## src/rtl/core/rthsv_pkg.sv

```systemverilog
`timescale 1ns / 1ps

package rthsv_pkg;

    // Channel and result widths.
    localparam int CHAN_W = 8;
    localparam int HUE_W  = 9;

    // The long divider gives an 8-bit quotient, one bit per pipeline stage.
    localparam int DIV_STEPS = 8;
    localparam int QUO_W     = DIV_STEPS;
    localparam int REM_W     = 2 * CHAN_W;

    // Start of each hue sector in degrees.
    localparam logic [HUE_W-1:0] HUE_BASE_RED   = 9'd0;
    localparam logic [HUE_W-1:0] HUE_BASE_GREEN = 9'd120;
    localparam logic [HUE_W-1:0] HUE_BASE_BLUE  = 9'd240;
    localparam logic [HUE_W-1:0] HUE_FULL_TURN  = 9'd360;

    // Which channel holds the maximum; ties go to red, then green.
    typedef enum logic [1:0] {
        SEL_RED,
        SEL_GREEN,
        SEL_BLUE
    } max_sel_t;

    // First prep stage: maximum, minimum and the two hue operands.
    typedef struct packed {
        max_sel_t            sel;
        logic [CHAN_W-1:0]   mx;
        logic [CHAN_W-1:0]   mn;
        logic [CHAN_W-1:0]   opa;
        logic [CHAN_W-1:0]   opb;
    } prep_t;

    // Facts about the pixel that travel alongside the divider.
    typedef struct packed {
        max_sel_t            sel;
        logic                neg;
        logic                gray;
        logic                black;
        logic [CHAN_W-1:0]   mx;
    } side_t;

    // One division in flight: running remainder, divisor and quotient bits.
    typedef struct packed {
        logic [REM_W-1:0]    rem;
        logic [CHAN_W-1:0]   dvs;
        logic [QUO_W-1:0]    quo;
    } div_lane_t;

    typedef struct packed {
        div_lane_t           hue;
        div_lane_t           sat;
        side_t               side;
    } div_item_t;

endpackage

```

## src/rtl/core/rthsv_if.sv

```systemverilog
`timescale 1ns / 1ps

interface rthsv_rgb_if;
    logic                          valid;
    logic                          ready;
    logic [rthsv_pkg::CHAN_W-1:0]  red;
    logic [rthsv_pkg::CHAN_W-1:0]  green;
    logic [rthsv_pkg::CHAN_W-1:0]  blue;

    modport source (output valid, output red, output green, output blue, input ready);
    modport sink   (input valid, input red, input green, input blue, output ready);
endinterface

interface rthsv_hsv_if;
    logic                          valid;
    logic                          ready;
    logic [rthsv_pkg::HUE_W-1:0]   hue;
    logic [rthsv_pkg::CHAN_W-1:0]  saturation;
    logic [rthsv_pkg::CHAN_W-1:0]  brightness;

    modport source (output valid, output hue, output saturation, output brightness,
                    input ready);
    modport sink   (input valid, input hue, input saturation, input brightness,
                    output ready);
endinterface

```

## src/rtl/core/rthsv_prep.sv

```systemverilog
`timescale 1ns / 1ps

module rthsv_prep (
    input  logic                          clk,
    input  logic                          rst_n,
    input  logic                          in_valid,
    output logic                          in_ready,
    input  logic [rthsv_pkg::CHAN_W-1:0]  red,
    input  logic [rthsv_pkg::CHAN_W-1:0]  green,
    input  logic [rthsv_pkg::CHAN_W-1:0]  blue,
    output logic                          out_valid,
    input  logic                          out_ready,
    output rthsv_pkg::div_item_t          out_item
);

    logic                  a_valid_reg;
    rthsv_pkg::prep_t      a_reg;
    rthsv_pkg::prep_t      a_next;
    logic                  a_ready;

    logic                  b_valid_reg;
    rthsv_pkg::div_item_t  b_reg;
    rthsv_pkg::div_item_t  b_next;
    logic                  b_ready;

    logic [rthsv_pkg::CHAN_W:0]    diff;
    logic [rthsv_pkg::CHAN_W-1:0]  diff_abs;
    logic [rthsv_pkg::CHAN_W-1:0]  delta;

    assign a_ready  = !a_valid_reg || b_ready;
    assign b_ready  = !b_valid_reg || out_ready;
    assign in_ready = a_ready;

    // Stage A: pick the largest channel and the operands of the hue difference.
    always_comb
    begin
        a_next = '0;
        if (red >= green && red >= blue)
        begin
            a_next.sel = rthsv_pkg::SEL_RED;
            a_next.mx  = red;
            a_next.opa = green;
            a_next.opb = blue;
        end
        else if (green >= blue)
        begin
            a_next.sel = rthsv_pkg::SEL_GREEN;
            a_next.mx  = green;
            a_next.opa = blue;
            a_next.opb = red;
        end
        else
        begin
            a_next.sel = rthsv_pkg::SEL_BLUE;
            a_next.mx  = blue;
            a_next.opa = red;
            a_next.opb = green;
        end
        a_next.mn = red;
        if (green < a_next.mn)
        begin
            a_next.mn = green;
        end
        if (blue < a_next.mn)
        begin
            a_next.mn = blue;
        end
    end

    // Stage B: delta, magnitude of the difference and both dividends.
    always_comb
    begin
        delta    = a_reg.mx - a_reg.mn;
        diff     = {1'b0, a_reg.opa} - {1'b0, a_reg.opb};
        diff_abs = diff[rthsv_pkg::CHAN_W] ? (a_reg.opb - a_reg.opa) : diff[rthsv_pkg::CHAN_W-1:0];

        b_next            = '0;
        // 60 * |diff| as 64x - 4x; 255 * delta as 256x - x.
        b_next.hue.rem    = ({2'd0, diff_abs, 6'd0} - {6'd0, diff_abs, 2'd0});
        b_next.hue.dvs    = delta;
        b_next.sat.rem    = {delta, 8'd0} - {8'd0, delta};
        b_next.sat.dvs    = a_reg.mx;
        b_next.side.sel   = a_reg.sel;
        b_next.side.neg   = diff[rthsv_pkg::CHAN_W];
        b_next.side.gray  = (delta == '0);
        b_next.side.black = (a_reg.mx == '0);
        b_next.side.mx    = a_reg.mx;
    end

    always_ff @(posedge clk or negedge rst_n)
    begin
        if (!rst_n)
        begin
            a_valid_reg <= 1'b0;
            b_valid_reg <= 1'b0;
        end
        else
        begin
            if (a_ready)
            begin
                a_valid_reg <= in_valid;
            end
            if (b_ready)
            begin
                b_valid_reg <= a_valid_reg;
            end
        end
    end

    always_ff @(posedge clk)
    begin
        if (a_ready && in_valid)
        begin
            a_reg <= a_next;
        end
        if (b_ready && a_valid_reg)
        begin
            b_reg <= b_next;
        end
    end

    assign out_valid = b_valid_reg;
    assign out_item  = b_reg;

endmodule

```

## src/rtl/core/rthsv_divider.sv

```systemverilog
`timescale 1ns / 1ps

module rthsv_divider (
    input  logic                  clk,
    input  logic                  rst_n,
    input  logic                  in_valid,
    output logic                  in_ready,
    input  rthsv_pkg::div_item_t  in_item,
    output logic                  out_valid,
    input  logic                  out_ready,
    output rthsv_pkg::div_item_t  out_item
);

    logic                  valid_reg  [rthsv_pkg::DIV_STEPS];
    rthsv_pkg::div_item_t  item_reg   [rthsv_pkg::DIV_STEPS];
    rthsv_pkg::div_item_t  item_next  [rthsv_pkg::DIV_STEPS];
    rthsv_pkg::div_item_t  stage_in   [rthsv_pkg::DIV_STEPS];
    logic                  stage_in_valid [rthsv_pkg::DIV_STEPS];
    logic                  stage_ready    [rthsv_pkg::DIV_STEPS];
    logic                  down_ready     [rthsv_pkg::DIV_STEPS];

    // Restoring division, one quotient bit per stage, most significant first.
    // Both quotients are known to fit in eight bits, so eight steps suffice.
    for (genvar k = 0; k < rthsv_pkg::DIV_STEPS; k++)
    begin : g_step
        localparam int SH = rthsv_pkg::DIV_STEPS - 1 - k;

        logic [rthsv_pkg::REM_W-1:0] hue_trial;
        logic [rthsv_pkg::REM_W-1:0] sat_trial;

        if (k == 0)
        begin : g_first
            assign stage_in[k]       = in_item;
            assign stage_in_valid[k] = in_valid;
        end
        else
        begin : g_rest
            assign stage_in[k]       = item_reg[k-1];
            assign stage_in_valid[k] = valid_reg[k-1];
        end

        if (k == rthsv_pkg::DIV_STEPS - 1)
        begin : g_last
            assign down_ready[k] = out_ready;
        end
        else
        begin : g_mid
            assign down_ready[k] = stage_ready[k+1];
        end

        assign stage_ready[k] = !valid_reg[k] || down_ready[k];

        always_comb
        begin
            hue_trial    = {{rthsv_pkg::CHAN_W{1'b0}}, stage_in[k].hue.dvs} << SH;
            sat_trial    = {{rthsv_pkg::CHAN_W{1'b0}}, stage_in[k].sat.dvs} << SH;
            item_next[k] = stage_in[k];
            if (stage_in[k].hue.rem >= hue_trial)
            begin
                item_next[k].hue.rem     = stage_in[k].hue.rem - hue_trial;
                item_next[k].hue.quo[SH] = 1'b1;
            end
            if (stage_in[k].sat.rem >= sat_trial)
            begin
                item_next[k].sat.rem     = stage_in[k].sat.rem - sat_trial;
                item_next[k].sat.quo[SH] = 1'b1;
            end
        end

        always_ff @(posedge clk or negedge rst_n)
        begin
            if (!rst_n)
            begin
                valid_reg[k] <= 1'b0;
            end
            else if (stage_ready[k])
            begin
                valid_reg[k] <= stage_in_valid[k];
            end
        end

        always_ff @(posedge clk)
        begin
            if (stage_ready[k] && stage_in_valid[k])
            begin
                item_reg[k] <= item_next[k];
            end
        end
    end

    assign in_ready  = stage_ready[0];
    assign out_valid = valid_reg[rthsv_pkg::DIV_STEPS-1];
    assign out_item  = item_reg[rthsv_pkg::DIV_STEPS-1];

    a_accept_fills_first: assert property (@(posedge clk) disable iff (!rst_n)
        in_valid && in_ready |=> valid_reg[0])
        else $error("accepted item did not reach the first divider stage");

    a_hue_rem_bound: assert property (@(posedge clk) disable iff (!rst_n)
        out_valid && !out_item.side.gray |-> out_item.hue.rem < {8'd0, out_item.hue.dvs})
        else $error("hue remainder not below divisor");

    a_sat_rem_bound: assert property (@(posedge clk) disable iff (!rst_n)
        out_valid && !out_item.side.black |-> out_item.sat.rem < {8'd0, out_item.sat.dvs})
        else $error("saturation remainder not below divisor");

endmodule

```

## src/rtl/core/rthsv_post.sv

```systemverilog
`timescale 1ns / 1ps

module rthsv_post (
    input  logic                          clk,
    input  logic                          rst_n,
    input  logic                          in_valid,
    output logic                          in_ready,
    input  rthsv_pkg::div_item_t          in_item,
    output logic                          out_valid,
    input  logic                          out_ready,
    output logic [rthsv_pkg::HUE_W-1:0]   hue,
    output logic [rthsv_pkg::CHAN_W-1:0]  saturation,
    output logic [rthsv_pkg::CHAN_W-1:0]  brightness
);

    logic                          valid_reg;
    logic [rthsv_pkg::HUE_W-1:0]   hue_reg;
    logic [rthsv_pkg::HUE_W-1:0]   hue_next;
    logic [rthsv_pkg::CHAN_W-1:0]  sat_reg;
    logic [rthsv_pkg::CHAN_W-1:0]  sat_next;
    logic [rthsv_pkg::CHAN_W-1:0]  val_reg;
    logic [rthsv_pkg::HUE_W-1:0]   quo;
    logic [rthsv_pkg::HUE_W-1:0]   base;
    logic [rthsv_pkg::HUE_W-1:0]   rem_nz;

    assign in_ready = !valid_reg || out_ready;

    // The divider gives |offset| rounded down. A negative offset in the red
    // sector is truncated towards zero and wrapped; in the other sectors it
    // is floored, so a non-zero remainder takes one more degree off.
    always_comb
    begin
        quo    = {1'b0, in_item.hue.quo};
        rem_nz = {{(rthsv_pkg::HUE_W-1){1'b0}}, |in_item.hue.rem};
        unique case (in_item.side.sel)
            rthsv_pkg::SEL_RED:   base = rthsv_pkg::HUE_BASE_RED;
            rthsv_pkg::SEL_GREEN: base = rthsv_pkg::HUE_BASE_GREEN;
            rthsv_pkg::SEL_BLUE:  base = rthsv_pkg::HUE_BASE_BLUE;
            default:              base = rthsv_pkg::HUE_BASE_RED;
        endcase

        if (in_item.side.gray)
        begin
            hue_next = '0;
        end
        else if (!in_item.side.neg)
        begin
            hue_next = base + quo;
        end
        else if (in_item.side.sel == rthsv_pkg::SEL_RED)
        begin
            hue_next = (quo == '0) ? '0 : (rthsv_pkg::HUE_FULL_TURN - quo);
        end
        else
        begin
            hue_next = base - quo - rem_nz;
        end

        sat_next = in_item.side.black ? '0 : in_item.sat.quo;
    end

    always_ff @(posedge clk or negedge rst_n)
    begin
        if (!rst_n)
        begin
            valid_reg <= 1'b0;
        end
        else if (in_ready)
        begin
            valid_reg <= in_valid;
        end
    end

    always_ff @(posedge clk)
    begin
        if (in_ready && in_valid)
        begin
            hue_reg <= hue_next;
            sat_reg <= sat_next;
            val_reg <= in_item.side.mx;
        end
    end

    assign out_valid  = valid_reg;
    assign hue        = hue_reg;
    assign saturation = sat_reg;
    assign brightness = val_reg;

    a_hue_range: assert property (@(posedge clk) disable iff (!rst_n)
        out_valid |-> hue < rthsv_pkg::HUE_FULL_TURN)
        else $error("hue outside a full turn");

endmodule

```

## src/rtl/core/rgb_to_hsv_pixel.sv

```systemverilog
// Pipeline: the result is registered behind two prep stages, eight divider
// stages and one output register.
// Throughput: one pixel per cycle while the receiver is ready; each stage
// holds one item and moves on whenever the stage after it is empty or
// moving, so bubbles close up.
// Reset: rst_n clears every valid bit asynchronously; payload is not reset.
`timescale 1ns / 1ps

module rgb_to_hsv_pixel (
    input  logic          clk,
    input  logic          rst_n,
    rthsv_rgb_if.sink     rgb,
    rthsv_hsv_if.source   hsv
);

    // The pixel first has its largest and smallest channels found and the
    // sector chosen (red wins ties, then green). The second prep stage forms
    // delta, the magnitude of the hue difference, and the two dividends:
    // 60 times that magnitude over delta, and 255 times delta over max.
    // Both are constant multiplies made from shifts and one subtract.
    logic                  prep_valid;
    logic                  prep_ready;
    rthsv_pkg::div_item_t  prep_item;

    // Both divisions run side by side through an eight-stage restoring
    // divider, one quotient bit per stage. The quotients never exceed 255
    // because each dividend is below 256 times its divisor.
    logic                  div_valid;
    logic                  div_ready;
    rthsv_pkg::div_item_t  div_item;

    rthsv_prep u_prep (
        .clk       (clk),
        .rst_n     (rst_n),
        .in_valid  (rgb.valid),
        .in_ready  (rgb.ready),
        .red       (rgb.red),
        .green     (rgb.green),
        .blue      (rgb.blue),
        .out_valid (prep_valid),
        .out_ready (prep_ready),
        .out_item  (prep_item)
    );

    rthsv_divider u_divider (
        .clk       (clk),
        .rst_n     (rst_n),
        .in_valid  (prep_valid),
        .in_ready  (prep_ready),
        .in_item   (prep_item),
        .out_valid (div_valid),
        .out_ready (div_ready),
        .out_item  (div_item)
    );

    // The final stage applies the sector offset and sign, wraps a negative
    // red-sector hue into range, forces hue to zero for a gray pixel and
    // saturation to zero for a black one, and holds the result until the
    // downstream transfer completes.
    rthsv_post u_post (
        .clk        (clk),
        .rst_n      (rst_n),
        .in_valid   (div_valid),
        .in_ready   (div_ready),
        .in_item    (div_item),
        .out_valid  (hsv.valid),
        .out_ready  (hsv.ready),
        .hue        (hsv.hue),
        .saturation (hsv.saturation),
        .brightness (hsv.brightness)
    );

endmodule

```

## src/flat_wrapper.sv

```systemverilog
// flat-port wrapper written by rule: the top's interface ports become plain ports
module rgb_to_hsv_pixel_flat 
  (clk, rst_n, rgb_valid, rgb_red, rgb_green, rgb_blue, rgb_ready, hsv_valid, hsv_hue, hsv_saturation, hsv_brightness, hsv_ready);
  rthsv_rgb_if rgb_i ();
  rthsv_hsv_if hsv_i ();
  input  logic clk;
  input  logic rst_n;
  input wire logic [$bits(rgb_i.valid)-1:0] rgb_valid;
  input wire logic [$bits(rgb_i.red)-1:0] rgb_red;
  input wire logic [$bits(rgb_i.green)-1:0] rgb_green;
  input wire logic [$bits(rgb_i.blue)-1:0] rgb_blue;
  output wire logic [$bits(rgb_i.ready)-1:0] rgb_ready;
  output wire logic [$bits(hsv_i.valid)-1:0] hsv_valid;
  output wire logic [$bits(hsv_i.hue)-1:0] hsv_hue;
  output wire logic [$bits(hsv_i.saturation)-1:0] hsv_saturation;
  output wire logic [$bits(hsv_i.brightness)-1:0] hsv_brightness;
  input wire logic [$bits(hsv_i.ready)-1:0] hsv_ready;
  assign rgb_i.valid = rgb_valid;
  assign rgb_i.red = rgb_red;
  assign rgb_i.green = rgb_green;
  assign rgb_i.blue = rgb_blue;
  assign rgb_ready = rgb_i.ready;
  assign hsv_valid = hsv_i.valid;
  assign hsv_hue = hsv_i.hue;
  assign hsv_saturation = hsv_i.saturation;
  assign hsv_brightness = hsv_i.brightness;
  assign hsv_i.ready = hsv_ready;
  rgb_to_hsv_pixel u_core (.clk(clk), .rst_n(rst_n), .rgb(rgb_i), .hsv(hsv_i));
endmodule
```

## config.mk

```make
export PLATFORM = sky130hd
export DESIGN_NAME = rgb_to_hsv_pixel_flat
export DESIGN_NICKNAME = d
export VERILOG_FILES = /design/src/rtl/core/rthsv_pkg.sv /design/src/rtl/core/rthsv_if.sv /design/src/rtl/core/rthsv_prep.sv /design/src/rtl/core/rthsv_divider.sv /design/src/rtl/core/rthsv_post.sv /design/src/rtl/core/rgb_to_hsv_pixel.sv /design/src/flat_wrapper.sv
export SDC_FILE = /design/constraint.sdc
export NUM_CORES = 1
export LEC_CHECK = 0
export ABC_AREA = 1
export BUFFER_PORTS_ARGS = -buffer_cell sky130_fd_sc_hd__buf_2
export CORE_MARGIN = 2
export CORE_UTILIZATION = 52
export CTS_BUF_LIST = sky130_fd_sc_hd__clkbuf_8
export CTS_CLUSTER_SIZE = 28
export DETAILED_ROUTE_END_ITERATION = 7
export GPL_ROUTABILITY_DRIVEN = 1
export PLACE_DENSITY = 0.68
export SYNTH_ARGS = -nofsm -noshare
export SYNTH_HDL_FRONTEND = slang
export SYNTH_SLANG_ARGS = --single-unit
```

## constraint.sdc

```tcl
create_clock -name clk -period 9.8 [get_ports clk]
set_input_delay 0 -clock clk [delete_from_list [all_inputs] [get_ports clk]]
set_output_delay 0 -clock clk [all_outputs]
set_load 0.01 [all_outputs]
```

==> run summary, run 1 <==
Most used DFF post-synth -> edfxtp_1
met1 Use GR -> 20.6%
Site Rows -> 88
Yosys warning count -> 0
core area -> 57400 um^2
share of cells above drive strength 1 -> 8.25%
total grt overflow -> 0
Worst Clk Skew -> 0.0204 ns
Hold Path Class -> in -> reg
Inserted Clock Buffers -> 91
CTS root buf -> clkbuf_8
Slowest cell on crit path -> nand2_1
Final Critical Period -> 3.99 ns
sequential share of the synthesized area -> 56.9%
# fillers -> 4695
pwr dens -> 317 nW/um^2
Synth top area share -> 56.0%
Pre-antenna DRT Iters -> 5
Yosys cell types -> 57
htree depth -> 3
Most Used Layer, Global Route -> met2
max cap viols -> 0
Async S/R FF share, synth -> 1.93%
Multi-input gate area -> 11100 um^2
max reg flops -> 452
WP data arrival -> 4.52 ns
Die ar. -> 59700 um^2
reg2reg start -> u_core.u_prep.a_reg[8]
largest net degree at the start of global routing -> 66
DR WL/cell -> 14.6 um
I/O Pins -> 55
RR Endpoint -> u_core.u_prep.out_item[72]
R2R Setup Slk -> 6.49 ns
Critical Path Sink -> u_core.u_prep.a_reg[15]
die width -> 244 um
setup TNS -> 0 ns
NumNets Final -> 3269
GR Layer Usage met3 -> 3.19%
IO buf count -> 54
worst slew pin tran -> 1.08 ns
#FFs+latches synth -> 571
synthesized net count -> 3099
initial antenna violation count -> 1
maximum root-to-sink buffer count -> 3
total vias in the final route -> 19746
CP dominant cell by count -> nand2_1
area leader, netlist -> edfxtp_1
Routed WL -> 56200 um
antenna-violating nets left -> 0
Tcrit/Tclk final -> 40.8%
Max Slew Vio Count -> 0
final core utilization -> 58.0%
chip height -> 244 um
CP Class -> in -> reg
endpoints failing hold -> 0
Skew-Pair Late Insertion Delay -> 0.66 ns
Via-to-Cell Ratio -> 5.14
vias in the first global route -> 20006
Critical Path End Type -> flop
Max Freq -> 250 MHz
Cell Chain, Critical Path -> dlygate4sd3_1 -> buf_2 -> inv_1 -> ha_1 -> nand2_1 -> nor2_1 -> nand2_1 -> nand2_1 -> o21ai_0 -> nand2_1 -> nand2_1 -> o221ai_1 -> dlygate4sd3_1
top cells by area, synth -> edfxtp_1, ha_1, nand2_1
Largest stage delay, worst path -> 0.81 ns
Initial Util -> 52.4%
P_leak -> 14.2 nW
gr usage total -> 19.1%
clock-pin slew on the worst setup and hold paths -> 0.06 ns
CTS sink count -> 571
Cells after Synth -> 2839
Mean Syn Cell Area -> 10.6 um^2
Worst setup SP type -> input port
critical path startpoint -> rgb_red[7]
register area -> 17100 um^2
post_cts resized -> 0
CTS tree -> yes
Initial DRC Count -> 839
RSZ-0062 raised after global routing -> no
setup bufs post-CTS -> 0
setup violators final -> 0
peak supply drop -> 0.164 mV
drt drc -> 0
status -> finished, final reports clean
first-pass GRT wire length -> 93300 um
largest fanout on the critical path -> 26
area grow syn2layout -> 10.8%
routability cong. -> 0.940
Post-Syn Area -> 30000 um^2
M2 GR Usage -> 36.3%
Slew headroom -> 28.3%
Worst Path Required -> 10.33 ns
Post-synth EDFFs -> 560
Register-to-Register Path Depth -> 20
Detail Placement HPWL -> 42800 um
-- per-stage QoR --
step / hold WS, ns / cells / total power, mW / setup slack (ns) / area [um^2]
2_1_floorplan: -0.296 / 2839 / 7.68 / 5.63 / 30000
3_3_place_gp: -0.108 / 3637 / 8.49 / 6.17 / 31200
3_5_place_dp: -0.104 / 3637 / 8.70 / 6.10 / 31200
5_1_grt: 0.120 / 3843 / 11.4 / 5.39 / 33300
6_report: 0.116 / 3843 / 10.5 / 5.81 / 33300
4_1_cts: 0.0503 / 3842 / 10.6 / 5.87 / 33300
-- how the worst min path moves through the flow --
| stage | start | cells after the start | slack, ns | to |
|---|---|---|---|---|
| after global placement | rst_n | 1 | -0.11 | u_core.u_prep.a_valid_reg |
| after CTS | rgb_valid | 4 | 0.05 | u_core.u_prep.a_valid_reg |
| after floorplan | rst_n | 0 | -0.30 | u_core.u_divider.out_valid |
| final | rgb_valid | 4 | 0.12 | u_core.u_prep.a_valid_reg |
| after detailed placement | rst_n | 1 | -0.10 | u_core.u_prep.a_valid_reg |
| after global routing | rgb_valid | 4 | 0.12 | u_core.u_prep.a_valid_reg |
-- where the power goes --
part | switching [mW] | total, mW | leakage (nW) | internal (mW)
sequential | 0.452 | 4.41 | 5.53 | 3.96
combinational | 2.63 | 4.31 | 7.79 | 1.67
clock | 0.891 | 1.83 | 0.921 | 0.935
-- layout by cell type, fill, tap and decap left out, types with 11 or more instances in the layout --
cell type        n
clkbuf_8        93
or2_2           17
o221ai_1        28
nand2_1        486
nor2_1         235
edfxtp_1       560
clkinv_2        13
fa_1            19
o21ai_0        132
nand3_1         84
a21o_1          11
dfrtp_1         11
xor2_1          86
dlygate4sd3_1   44
clkinv_1        27
nor3_1          35
a21oi_1        174
nand4_1         28
ha_1           213
nor4_1          22
a31oi_1         16
xnor2_1         59
o21ai_1         15
inv_1          465
buf_2           54
-- timing repair --
action	in CTS	in global routing
hold endpoints to repair	51	0
hold buffers	44	0
setup endpoints to repair	0	0
-- cells in the mapped netlist, types with 6 or more instances --
| cell | n |
|---|---|
| nor3_1 | 35 |
| xnor2_1 | 59 |
| o221ai_1 | 28 |
| inv_1 | 448 |
| nor2_2 | 8 |
| nand3_2 | 8 |
| nand3_1 | 84 |
| o21ai_0 | 132 |
| o21a_1 | 9 |
| a21oi_1 | 176 |
| ha_1 | 213 |
| fa_1 | 19 |
| o211ai_1 | 6 |
| a21o_1 | 11 |
| edfxtp_1 | 560 |
| nand4_1 | 28 |
| o31ai_1 | 8 |
| buf_2 | 11 |
| dfrtp_1 | 11 |
| o21ai_1 | 15 |
| buf_4 | 6 |
| nor4_1 | 22 |
| nand2_1 | 486 |
| nor2_1 | 238 |
| a21boi_0 | 8 |
| nand2_2 | 10 |
| a31oi_1 | 16 |
| nand3b_1 | 8 |
| xor2_1 | 86 |
| or2_2 | 17 |
| inv_2 | 6 |
| clkbuf_1 | 11 |
-- cells by family after synthesis --
family / count (synthesis) / synth area share (%)
and+or+nand+nor: 958 / 13.7
DFF: 571 / 56.9
buffers and inverters: 485 / 6.29
AOI/OAI and AO/OA: 448 / 8.74
adders and majority gates: 232 / 10.1
xor gates and xnor gates: 145 / 4.23
-- layer usage --
layer | routed length [um] | vias up
met5 | 0 | -
met4 | 2120 | 0
met3 | 2090 | 132
met2 | 29800 | 434
met1 | 22200 | 9087
li1 | - | 10093
-- cell type report --
type                       instances  area share, %
tap                              765           2.88
multi-input combinational       1783           33.3
timing repair buffer             108           2.36
antenna                            1        0.00752
inverter                         454           5.12
clock inverter                    68           1.05
sequential                       571           51.4
clock buffer                      93           3.85
-- critical path: cells and delay by family --
kind / cells / cell delay, ns
and+or+nand+nor: 6 / 2.28
adders and majority gates: 1 / 0.30
AOI/OAI and AO/OA: 2 / 0.58
buffers and inverters: 4 / 1.35
(Power assumes the default switching activity.)
==> run 2: changes to the inputs <==
- PLACE_DENSITY: 0.68 -> 0.71
- clock period: 9.8 -> 3.4 ns (I/O delays scaled with it)
==> run 2 against run 1 <==
Against the previous run:
- clock-buffer cell count up 1
- core utilization rose by 0.67 points
- clock power grew to 3.3 times the previous value
- first-iteration DRC count decreased by 12%
- sequential cell count is the same
- non-clock buffer count is 14 higher
- largest cell class unchanged
==> run summary, run 2 (synthesis results as in run 1) <==
Final Critical Period -> 3.19 ns
DR WL/cell -> 14.0 um
CTS tree -> yes
Worst Setup Slack, final -> 0.213 ns
CP Class -> in -> reg
vias in the first global route -> 19862
Slew headroom -> 26.8%
largest net degree at the start of global routing -> 66
initial antenna violation count -> 0
clock-pin slew on the worst setup and hold paths -> 0.06 ns
Routed WL -> 54200 um
setup TNS -> 0 ns
core area -> 57400 um^2
leading cell type in the layout, fill and taps excluded -> edfxtp_1
cell area after layout -> 33600 um^2
IO buf count -> 54
max cap viols -> 0
status -> finished, final reports clean
die width -> 244 um
gr usage total -> 18.5%
RSZ-0062 raised after global routing -> no
Via-to-Cell Ratio -> 5.10
maximum root-to-sink buffer count -> 3
Antenna Cells -> 0
Detail Placement HPWL -> 41200 um
endpoints failing hold -> 0
CP dominant cell by count -> nand2_1
Slowest cell on crit path -> dlygate4sd3_1
share of cells above drive strength 1 -> 9.11%
Placed Area -> 31300 um^2
Hold Path Class -> in -> reg
WP data arrival -> 3.59 ns
Worst Path Required -> 3.80 ns
peak supply drop -> 0.619 mV
largest fanout on the critical path -> 16
Site Rows -> 88
htree depth -> 3
NumNets Final -> 3285
Max Freq -> 314 MHz
area grow syn2layout -> 12.0%
I/O Pins -> 55
max reg flops -> 452
CTS sink count -> 571
antenna-violating nets left -> 0
worst slew pin tran -> 1.10 ns
Skew-Pair Late Insertion Delay -> 0.67 ns
routability cong. -> 0.942
Worst setup SP type -> input port
Inserted Clock Buffers -> 93
Critical Path End Type -> flop
Initial DRC Count -> 741
pre-CTS setup slack -> 0.228 ns
total vias in the final route -> 19698
Initial Util -> 52.4%
commonest cells after routing, fill and taps aside -> edfxtp_1, nand2_1, inv_1
chip height -> 244 um
drt drc -> 0
# fillers -> 4678
Max Slew Vio Count -> 0
Tcrit/Tclk final -> 93.7%
total grt overflow -> 0
P_leak -> 14.4 nW
setup violators final -> 0
Die ar. -> 59700 um^2
first-pass GRT wire length -> 91200 um
CTS root buf -> clkbuf_8
Largest stage delay, worst path -> 0.55 ns
pwr dens -> 925 nW/um^2
Pre-antenna DRT Iters -> 5
Cell Chain, Critical Path -> dlygate4sd3_1 -> buf_2 -> inv_1 -> ha_1 -> nand2_1 -> nor2_1 -> nand2_1 -> nand2_2 -> nand2_1 -> o21ai_1 -> inv_1 -> ha_1 -> a21oi_1 -> nor2_1 -> a211oi_1 -> nand2_2 -> nand2_1 -> nand2_1 -> dlygate4sd3_1
Worst Clk Skew -> 0.0352 ns
==> run 2: cell types whose count changed in the layout (fill, tap and decap cells not counted), sizes merged <==
cell / before / now
clkinv: 40 / 32
diode: 1 / 0
clkinvlp: 2 / 5
buf: 64 / 78
clkbuf: 93 / 94
bufinv: 2 / 10
==> run 2: worst max-delay path: cells and delay by family <==
family / cells / cell delay (ns)
simple gates: 9 / 1.05
fa+ha+maj: 2 / 0.59
buf+inv: 5 / 1.38
compound gates: 3 / 0.57
==> run 2: layout make-up <==
cell class / instances / area [um^2] / area share [%]
inverter: 454 / 1700 / 5.07
clock inverter: 71 / 587 / 1.74
tap: 765 / 957 / 2.84
clock buffer: 94 / 1290 / 3.85
sequential: 571 / 17100 / 50.8
multi-input combinational: 1783 / 11100 / 33.0
timing repair buffer: 122 / 903 / 2.69
==> run 2: per-stage QoR <==
step                hold WS [ns]  total power, mW  util [%]  cells
floorplan                 -0.296             22.1         -   2839
global placement          -0.105             24.6      54.6   3650
detailed placement        -0.103             25.1      54.6   3650
CTS                       0.0202             31.3      58.6   3859
global route              0.0691             33.6      58.7   3860
finish                    0.0988             31.1      58.7   3860
==> run 2: worst paths after layout <==
| path | start | end | slack [ns] | cells past startpoint |
|---|---|---|---|---|
| worst max-delay path | rgb_red[7] | u_core.u_prep.a_reg[22] | 0.21 | 19 |
| worst min-delay path | rgb_valid | u_core.u_prep.a_valid_reg | 0.1 | 4 |
| worst max register to register | u_core.u_prep.a_reg[8] | u_core.u_prep.out_item[74] | 0.32 | 20 |
| worst min register to register | u_core.u_divider.item_reg[1][165] | u_core.u_divider.item_reg[1][242] | 0.40 | 0 |
| max in group asynchronous | rst_n | u_core.u_prep.a_valid_reg | 2.61 | 3 |
| min in group asynchronous | rst_n | u_core.u_divider.out_valid | 0.41 | 3 |
==> run 2: layer usage <==
layer  GRT usage [%]  vias up  wire [um]
met5               0        -          0
met3            3.23      137       1950
li1                -    10125          -
met4            7.89        0       1910
met1            19.8     9055      21400
met2            35.6      381      29000
==> run 2: repair_timing <==
action / CTS / global route
gates resized for setup: 0 / 8
buffers inserted: 0 / 1
hold buffers: 44 / 0
setup endpoints to repair: 0 / 10
endpoints found under the hold margin: 66 / 0
==> run 2: power breakdown <==
group,internal [mW],switching [mW],leakage (nW)
Combinational,4.92,7.60,7.86
Sequential,11.4,1.25,5.53
Clock,3.35,2.62,1.02
Total,19.7,11.5,14.4
